[src/rtl/core/ohl_pkg.sv]
// ----------------------------------------------------------------------------
// ohl_pkg: shared types and constants of the open handle LRU limiter
// Table size, field widths, opcode and sequencer state encodings.
// ----------------------------------------------------------------------------
package ohl_pkg;

	localparam int ENTRIES = 16;
	localparam int IDX_W   = 4;
	localparam int SCAN_W  = IDX_W + 1;
	localparam int STAMP_W = 64;
	localparam int CNT_W   = 5;
	localparam int OP_W    = 2;

	localparam logic [CNT_W-1:0]  ENTRIES_C  = CNT_W'(ENTRIES);
	localparam logic [SCAN_W-1:0] SCAN_END   = SCAN_W'(ENTRIES);

	typedef enum logic [OP_W-1:0] {
		OP_ACCESS = 2'd0,
		OP_OPEN   = 2'd1,
		OP_CLOSE  = 2'd2
	} opcode_t;

	typedef enum logic [1:0] {
		ST_IDLE,
		ST_SCAN,
		ST_DONE
	} state_t;

	// Zero acts as one, anything above the table size acts as the table size.
	function automatic logic [CNT_W-1:0] eff_limit(input logic [CNT_W-1:0] lim);
		logic [CNT_W-1:0] res;
		res = lim;
		if (lim == '0) begin
			res = CNT_W'(1);
		end else if (lim > ENTRIES_C) begin
			res = ENTRIES_C;
		end
		return res;
	endfunction

	function automatic logic idx_ok(input logic [IDX_W-1:0] idx);
		return {1'b0, idx} < ENTRIES_C;
	endfunction

endpackage

[src/rtl/core/ohl_ram.sv]
// ----------------------------------------------------------------------------
// ohl_ram: generic single write, single read RAM
// One write port and one read port with registered read data.
// ----------------------------------------------------------------------------
module ohl_ram #(
	parameter int WIDTH = 64,
	parameter int DEPTH = 16,
	parameter int AW    = $clog2(DEPTH)
) (
	input  logic             clk,
	input  logic             we,
	input  logic [AW-1:0]    waddr,
	input  logic [WIDTH-1:0] wdata,
	input  logic [AW-1:0]    raddr,
	output logic [WIDTH-1:0] rdata
);

	logic [WIDTH-1:0] mem_q [DEPTH];

	always_ff @(posedge clk) begin
		if (we) begin
			mem_q[waddr] <= wdata;
		end
		rdata <= mem_q[raddr];
	end

endmodule

[src/rtl/core/open_handle_lru_limiter.sv]
// ----------------------------------------------------------------------------
// open_handle_lru_limiter: open table with least recently used eviction
// Tracks open flags and last-access stamps of a fixed table of slots.
// ----------------------------------------------------------------------------
// Each request (opcode, slot) gives one result: eviction flag, evicted slot
// and open count after the request. A request is accepted and then committed;
// an open of a closed slot with the table at its limit first runs a scan over
// all slots through the single read port of the stamp RAM with one 64-bit
// comparator, one slot per cycle. The block takes no new request until the
// current one is committed; a finished result waits in the output register.
// The user must write the limit register through cfg_we/cfg_wdata only while
// the block is idle; the block itself does not enforce this.
// ----------------------------------------------------------------------------
module open_handle_lru_limiter import ohl_pkg::*; (
	input  logic        clk,
	input  logic        arst_n,
	input  logic        s_tvalid,
	output logic        s_tready,
	input  logic [7:0]  s_tdata,   // [1:0] opcode, [5:2] entry_index, [7:6] zero
	output logic        m_tvalid,
	input  logic        m_tready,
	output logic [15:0] m_tdata,   // [0] evicted, [4:1] evicted_index,
	                               // [9:5] open_count, [15:10] zero
	input  logic        cfg_we,
	input  logic [4:0]  cfg_wdata  // open_limit
);

	state_t state_q, state_d;

	logic [OP_W-1:0]    op_q;
	logic [IDX_W-1:0]   idx_q;
	logic [SCAN_W-1:0]  scan_q;
	logic               rd_vld_s1;
	logic [IDX_W-1:0]   rd_idx_s1;
	logic               found_q;
	logic [IDX_W-1:0]   best_idx_q;
	logic [STAMP_W-1:0] best_stamp_q;
	logic [STAMP_W-1:0] stamp_q;
	logic [CNT_W-1:0]   count_q;
	logic [CNT_W-1:0]   limit_q;
	logic [ENTRIES-1:0] flags_q;
	logic               out_vld_q;
	logic [15:0]        out_data_q;

	logic [OP_W-1:0]    in_op;
	logic [IDX_W-1:0]   in_idx;
	logic               accept;
	logic               in_scan;
	logic               scan_run;
	logic               done_fire;
	logic               cand;
	logic               slot_ok;
	logic               slot_open;
	logic               restamp;
	logic               do_open;
	logic               do_close;
	logic               evict;
	logic [CNT_W-1:0]   count_d;
	logic [ENTRIES-1:0] flags_d;
	logic               ram_we;
	logic [STAMP_W-1:0] ram_rdata;

	assign in_op  = s_tdata[1:0];
	assign in_idx = s_tdata[5:2];
	assign accept = s_tvalid && s_tready;

	assign in_scan = (in_op == OP_OPEN) && idx_ok(in_idx) && !flags_q[in_idx]
		&& (count_q >= eff_limit(limit_q));

	// Next state
	always_comb begin
		state_d = state_q;
		case (state_q)
			ST_IDLE: begin
				if (accept) begin
					state_d = in_scan ? ST_SCAN : ST_DONE;
				end
			end
			ST_SCAN: begin
				if (scan_q == SCAN_END) begin
					state_d = ST_DONE;
				end
			end
			ST_DONE: begin
				if (done_fire) begin
					state_d = ST_IDLE;
				end
			end
			default: state_d = ST_IDLE;
		endcase
	end

	// Sequencer outputs
	always_comb begin
		s_tready  = 1'b0;
		scan_run  = 1'b0;
		done_fire = 1'b0;
		case (state_q)
			ST_IDLE: s_tready = 1'b1;
			ST_SCAN: scan_run = scan_q < SCAN_END;
			ST_DONE: done_fire = !out_vld_q || m_tready;
			default: s_tready = 1'b0;
		endcase
	end

	// Shared comparator: keep the oldest open slot, ties to the lower index
	assign cand = rd_vld_s1 && flags_q[rd_idx_s1] && (!found_q || ram_rdata < best_stamp_q);

	// Commit decode
	assign slot_ok   = idx_ok(idx_q);
	assign slot_open = slot_ok && flags_q[idx_q];
	assign restamp   = slot_open && (op_q == OP_ACCESS || op_q == OP_OPEN);
	assign do_open   = slot_ok && !flags_q[idx_q] && (op_q == OP_OPEN);
	assign do_close  = slot_open && (op_q == OP_CLOSE);
	assign evict     = do_open && found_q;

	always_comb begin
		count_d = count_q;
		if (evict) begin
			count_d = count_d - CNT_W'(1);
		end
		if (do_open) begin
			count_d = count_d + CNT_W'(1);
		end
		if (do_close) begin
			count_d = count_d - CNT_W'(1);
		end
	end

	// drop the victim, then set or clear the requested slot
	always_comb begin
		flags_d = flags_q;
		if (evict) begin
			flags_d[best_idx_q] = 1'b0;
		end
		if (do_open) begin
			flags_d[idx_q] = 1'b1;
		end
		if (do_close) begin
			flags_d[idx_q] = 1'b0;
		end
	end

	assign ram_we = done_fire && (restamp || do_open);

	ohl_ram #(
		.WIDTH (STAMP_W),
		.DEPTH (ENTRIES)
	) u_stamp_ram (
		.clk   (clk),
		.we    (ram_we),
		.waddr (idx_q),
		.wdata (stamp_q),
		.raddr (scan_q[IDX_W-1:0]),
		.rdata (ram_rdata)
	);

	always_ff @(posedge clk or negedge arst_n) begin
		if (!arst_n) begin
			state_q   <= ST_IDLE;
			scan_q    <= '0;
			rd_vld_s1 <= 1'b0;
			found_q   <= 1'b0;
			stamp_q   <= '0;
			count_q   <= '0;
			limit_q   <= ENTRIES_C;
			flags_q   <= '0;
			out_vld_q <= 1'b0;
		end else begin
			state_q   <= state_d;
			rd_vld_s1 <= scan_run;
			if (cfg_we) begin
				limit_q <= cfg_wdata;
			end
			if (accept) begin
				scan_q  <= '0;
				found_q <= 1'b0;
			end else if (scan_run) begin
				scan_q <= scan_q + SCAN_W'(1);
			end
			if (cand) begin
				found_q <= 1'b1;
			end
			if (done_fire) begin
				count_q <= count_d;
				if (ram_we) begin
					stamp_q <= stamp_q + STAMP_W'(1);
				end
				flags_q   <= flags_d;
				out_vld_q <= 1'b1;
			end else if (m_tready) begin
				out_vld_q <= 1'b0;
			end
		end
	end

	// Payload registers
	always_ff @(posedge clk) begin
		if (accept) begin
			op_q  <= in_op;
			idx_q <= in_idx;
		end
		rd_idx_s1 <= scan_q[IDX_W-1:0];
		if (cand) begin
			best_idx_q   <= rd_idx_s1;
			best_stamp_q <= ram_rdata;
		end
		if (done_fire) begin
			out_data_q <= {6'b0, count_d, (evict ? best_idx_q : IDX_W'(0)), evict};
		end
	end

	assign m_tvalid = out_vld_q;
	assign m_tdata  = out_data_q;

endmodule

[config.mk]
export PLATFORM = sky130hd
export DESIGN_NAME = open_handle_lru_limiter
export DESIGN_NICKNAME = d
export VERILOG_FILES = /design/src/rtl/core/ohl_pkg.sv /design/src/rtl/core/ohl_ram.sv /design/src/rtl/core/open_handle_lru_limiter.sv
export SDC_FILE = /design/constraint.sdc
export NUM_CORES = 1
export LEC_CHECK = 0
export BUFFER_PORTS_ARGS = -buffer_cell sky130_fd_sc_hd__clkbuf_2
export CAP_MARGIN = 15
export CORE_ASPECT_RATIO = 0.6
export CORE_MARGIN = 2
export CORE_UTILIZATION = 30
export DETAILED_ROUTE_END_ITERATION = 8
export PLACE_DENSITY_LB_ADDON = 0.08
export SLEW_MARGIN = 40
export SYNTH_ARGS = -nofsm -noshare
export SYNTH_HDL_FRONTEND = slang
export SYNTH_SLANG_ARGS = --single-unit
[constraint.sdc]
create_clock -name clk -period 15.9 [get_ports clk]
set_input_delay 2.385 -clock clk [delete_from_list [all_inputs] [get_ports clk]]
set_output_delay 2.385 -clock clk [all_outputs]
set_load 0.01 [all_outputs]
# After elaboration in Yosys (flattened, before gate mapping)
# Memories as Yosys holds them, arrays and structs flattened. A register that Yosys moved wholly into a read port is not among the register bits.
# Cells that the tools add are included.
[op_classes] n_addsub=5 n_lt_le_gt_ge=10 n_eq_ne=9 n_mux=34 bitwise=5 reduce_logical=28
[op_table] op="$add 64x1->64 const B" n=1
[op_table] op="$lt 64x64->1" n=1
[op_table] op="$mux 16" n=3
[op_table] op="$mux 5" n=7
[op_table] op="$and 16x16->16" n=2
[op_table] op="$not 16->16" n=2
[op_table] op="$lt 4x5->1 const B" n=4
[op_table] op="$or 16x16->16" n=1
[op_table] op="$mux 1" n=14
[op_table] op="$bmux 1 s4" n=3
[op_table] op="$logic_and 1x1->1" n=12
[op_table] op="$add 5x1->5 const B" n=2
[op_table] op="$sub 5x1->5 const B" n=2
[op_table] op="$demux 1 s4" n=2
[op_table] op="$ge 4x1->1 const B" n=2
[op_table] op="$mux 2" n=4
[op_table] op="$eq 2x1->1 const B" n=3
[op_table] op="$ne 2x2->1 const B" n=3
[op_table] op="$pmux 2 s3" n=1
[op_table] op="$reduce_bool 2->1" n=3
[op_table] op="$eq 5x5->1 const B" n=1
[op_table] op="$ge 5x5->1" n=1
[op_table] op="$gt 5x5->1 const B" n=1
[op_table] op="$logic_not 5->1" n=1
[op_table] op="other kinds (7)" n=15
[word_totals] regBits=188 mem_bits_rw=1024 in_bits=18 output_inout_bits=18 memories=1
[memory_table] name="u_stamp_ram.mem_q" words=16 word_bits=64 rd=1 rd_ports_with_merged_regs=1 wr=1 line_no="ohl_ram.sv:18" rtl="logic [WIDTH-1:0] mem_q [DEPTH];"

# Logic depth before layout (Yosys ltp)
[depth] depth_word=11 ltp_mapped=12

# Cells and area by module
# Synthesis repeated with hierarchy kept, for this count alone.
[hier_totals] cells_unflattened=2484 hier_area_um2=49272.3
[by_module_without_submodules] mod="ohl_ram" n_inst=1 cells_per_inst=1647 area_each_um2=39581.7 seq_area_each_um2=32030.7
[by_module_without_submodules] mod="open_handle_lru_limiter" n_inst=1 cells_per_inst=837 area_each_um2=9690.5 seq_area_each_um2=5106.1

# Worst setup path after synthesis
# OpenSTA, ideal clock, no wires.
[synth_timing] kind="input to register" startpoint="input port m_tready" endpoint="memory u_stamp_ram.mem_q[10][0], enable pin" t_arrival_ns=7.689 setup_slack_ns=7.646 cell_stages=7 path_cell_list="nand2b_1 nand2b_1 nor2_1 o31ai_2 clkbuf_1 buf_2 nor3_1"
[synth_between] elab_chain_len=5
[synth_lines] item="start: declaration" line_no="open_handle_lru_limiter.sv:21" rtl="input logic m_tready,"
[synth_lines] item="$logic_or 1x1->1" line_no="open_handle_lru_limiter.sv:101" rtl="ST_DONE: done_fire = !out_vld_q || m_tready;"
[synth_lines] item="$mux 1" line_no="open_handle_lru_limiter.sv:98" rtl="case (state_q)"
[synth_lines] item="$logic_and 1x1->1" line_no="open_handle_lru_limiter.sv:144" rtl="assign ram_we = done_fire && (restamp || do_open);"
[synth_lines] item="$mux 1" line_no="ohl_ram.sv:21" rtl="if (we) begin"
[synth_lines] item="$mux 1 (not written as such)" line_no="ohl_ram.sv:22" rtl="mem_q[waddr] <= wdata;"
[synth_lines] item="end: declaration" line_no="ohl_ram.sv:18"
# Every way passes these cells.

# Worst setup path after layout
[layout_timing] startpoint="input port m_tready" endpoint="memory u_stamp_ram.mem_q[9][7], enable pin"
# Same word-level chain as after synthesis.

==> impl_metrics.toml <==
[outcome]
status = "finished, final reports clean"

[clock_network]
path_clk_slew_ns = 0.06
cts_hold_buf = 0
cts.htree.levels = 4
worstSkewPairLatency_ns = 0.75
tritoncts = "yes"
cts_setup_buffers = 0
numCtsBuffers = 131
cts_root_buf = "clkbuf_16"
cts_sinks = 1276
clockBufferDepth = 3
cts_resized = 0

[synth]
yosysWarnings = 0
synth_top_cell_by_area = "edfxtp_1"
postSynthCellCount = 2364
synth_edf_count = 1108
synthTopCellsByCount = "edfxtp_1, mux4_2, dfrtp_1"
seq_area_frac_synth = 0.752
ys.flop_type = "edfxtp_1"
synth_cell_type_count = 62
synth_area_sq_mm = 0.0494
synth-seq-cells = 1276
ys_top_cells_by_area = "edfxtp_1, mux4_2, dfrtp_1, dfxtp_1, ha_1"
synth_top_area_frac = 0.673
syn_area_per_cell_sq_um = 20.9
yosysMostFrequentCell = "edfxtp_1"
synthArstFlopShare = 0.0784

[routing]
remaining_drc_errors = 0
drtPass1Iterations = 5
vias = 23000
drt_iter0_drc = 1833
avgViaCountPerCell = 4.83
avgRoutedWirePerCell_microns = 25.6
wl_microns = 122000
ant_nets = 0

[global_routing]
grt_max_degree = 86
grt_antenna_before_repair = 4
globalRouteTotalUtil = 0.146
grt_pass1_vias = 24600
grt-ovfl-total = 0
grt_pass1_wl_microns = 177000

[pwr]
p_int_mw = 5.43
clock_power_share = 0.433
vdd_drop_max_mv = 0.107
switching_share = 0.211
combPwrFrac = 0.025
pwr-share-seq = 0.542
power_leakage_nw = 16.1
powerDensity_mw_per_mm2 = 121
power_mw = 6.89
power_switching_mw = 1.45

[min_path]
hold_class = "register to register"

[layout]
layout-drive-gt1-share = 0.252
syn_to_final_growth_pct = 14.9
stdcell_area_sq_mm = 0.0568
nets = 2577
post-route-util = 0.347

[critical_path]
start_kind = "input pin"
critPathArrivalTime_ns = 5.71
cp_common_cell = "buf_4"
path_class = "input pin to register"
worst_path_largest_cell_delay_ns = 0.72
critical_path.cell_chain = "clkbuf_2, nand2b_1, nand2b_1, buf_4, nor2_1, o31ai_4, buf_4, nor3_4, buf_4, buf_4"
slowest_stage = "buf_4"
cp.required_ns = 16.27
cp_max_fo = 31
endpoint_kind = "register"

[timing]
skew_ns = 0.0227
drv_slew = 0
hold_viol_final = 0
holdWs_ns = 0.432
tns_ns = 0
rsz0062_at_grt = "false"
finalCritPeriodShare = 0.336
max_freq_ghz = 0.187
finalSetupViolations = 0
worstMarginPinSlew_ns = 0.853
post-route-min-period_ns = 5.34
maxSlewHeadroom = 0.431

[floorplan]
pin_count = 36
die_y_microns = 318
die-area_sq_mm = 0.168
die_w_microns = 528
initial_core_util = 0.302
design.core.area_sq_mm = 0.164
rows = 115

[placed_design]
dp_hpwl_microns = 66000
post_dp_cell_area_sq_mm = 0.0526
place.gp.congestion = 0.731
io_buffer_count = 27

[job]
drv_cap = 0
==> power groups by stage <==
| stage | Clock (mW) | Sequential (mW) | Combinational (mW) |
|---|---|---|---|
| 3_3_place_gp | 0 | 3.80 | 0.172 |
| 4_1_cts | 3.08 | 3.73 | 0.175 |
| 2_1_floorplan | 0 | 3.78 | 0.114 |
| 3_5_place_dp | 0 | 3.80 | 0.174 |
| 6_report | 2.98 | 3.73 | 0.171 |
| 5_1_grt | 3.22 | 3.74 | 0.192 |
==> layout by cell type, fill, tap and decap left out, types with 13 or more instances in the layout <==
cell type,n
a21o_1,22
a21oi_1,35
a22oi_1,16
and2_1,13
buf_4,31
buf_6,19
clkbuf_1,41
clkbuf_16,135
clkbuf_2,26
clkbuf_8,18
clkinv_1,14
clkinv_2,21
dfrtp_1,95
dfxtp_1,68
edfxtp_1,1108
ha_1,73
inv_1,77
mux4_2,333
nand2_1,59
nand2b_1,13
nand3_1,43
nand4_1,21
nor2_1,39
o21ai_0,16
o21ai_1,21
xnor2_1,66
==> per-stage QoR <==
stage	cells	worst slack, ns
after floorplan	2369	7.65
after global placement	4511	9.36
after detailed placement	4516	9.72
after CTS	4759	10.52
after global routing	4761	10.41
final	4762	10.56
==> registers in the layout, summed over array words and instances (netlist names), 4 cells and up <==
name / flops
best_idx_q: 4
best_stamp_q: 64
count_q: 5
flags_q: 16
idx_q: 4
limit_q: 5
m_tdata: 10
rd_idx_s1: 4
scan_q: 5
stamp_q: 64
u_stamp_ram.mem_q: 1024
u_stamp_ram.rdata: 64
==> layer usage <==
layer  wire length [microns]  vias up  GRT usage  part of all wire
met5                       0        -          0                 0
met4                    2270        0     0.0382             0.019
met3                    4780      152     0.0253             0.039
met2                   53000      444      0.213              0.43
met1                   61800    12500      0.224              0.51
li1                        -     9901          -                 -
==> area by class of cell <==
type / instances / area, sq um
Tap cell: 2164 / 2710
Inverter: 78 / 293
Clock buffer: 194 / 3780
Timing Repair Buffer: 83 / 732
Antenna cell: 2 / 5.00
Clock inverter: 49 / 353
Fill cell: 15200 / 107000
Multi-Input combinational cell: 916 / 11700
Sequential cell: 1276 / 37200
==> path summary, 6_finish.rpt <==
check / startpoint / end / slack, ns / depth (start not counted)
setup reg to reg: idx_q[3]$_DFFE_PP_ / u_stamp_ram.mem_q[9][7]$_DFFE_PP_ / 11.33 / 8
min in group asynchronous: arst_n / flags_q[5]$_DFFE_PN0P_ / 1.60 / 1
max in group asynchronous: arst_n / stamp_q[20]$_DFFE_PN0P_ / 13.22 / 2
hold / removal: u_stamp_ram.rdata[0]$_DFF_P_ / best_stamp_q[0]$_DFFE_PP_ / 0.43 / 0
setup / recovery: m_tready / u_stamp_ram.mem_q[9][7]$_DFFE_PP_ / 10.56 / 10
hold reg to reg: u_stamp_ram.rdata[0]$_DFF_P_ / best_stamp_q[0]$_DFFE_PP_ / 0.43 / 0
==> kinds of logic (layout without fill, tap and decap cells) <==
kind of cell,count (synthesis),count (layout),synth area share
compound gates,135,135,0.0169
xor+xnor,77,77,0.0138
fa+ha+maj,73,73,0.0185
buf+inv,177,404,0.0141
flops,1276,1276,0.752
mux,345,345,0.154
other cells,1,8,0.0000759
simple gates,280,280,0.0306
==> worst max-delay path: cells and delay by family <==
kind / cells / cell delay (ns)
AND/OR/NAND/NOR: 4 / 1.00
buffers and inverters: 5 / 2.05
AO/OA/AOI/OAI: 1 / 0.09
Power figures use the tool's default switching activity.
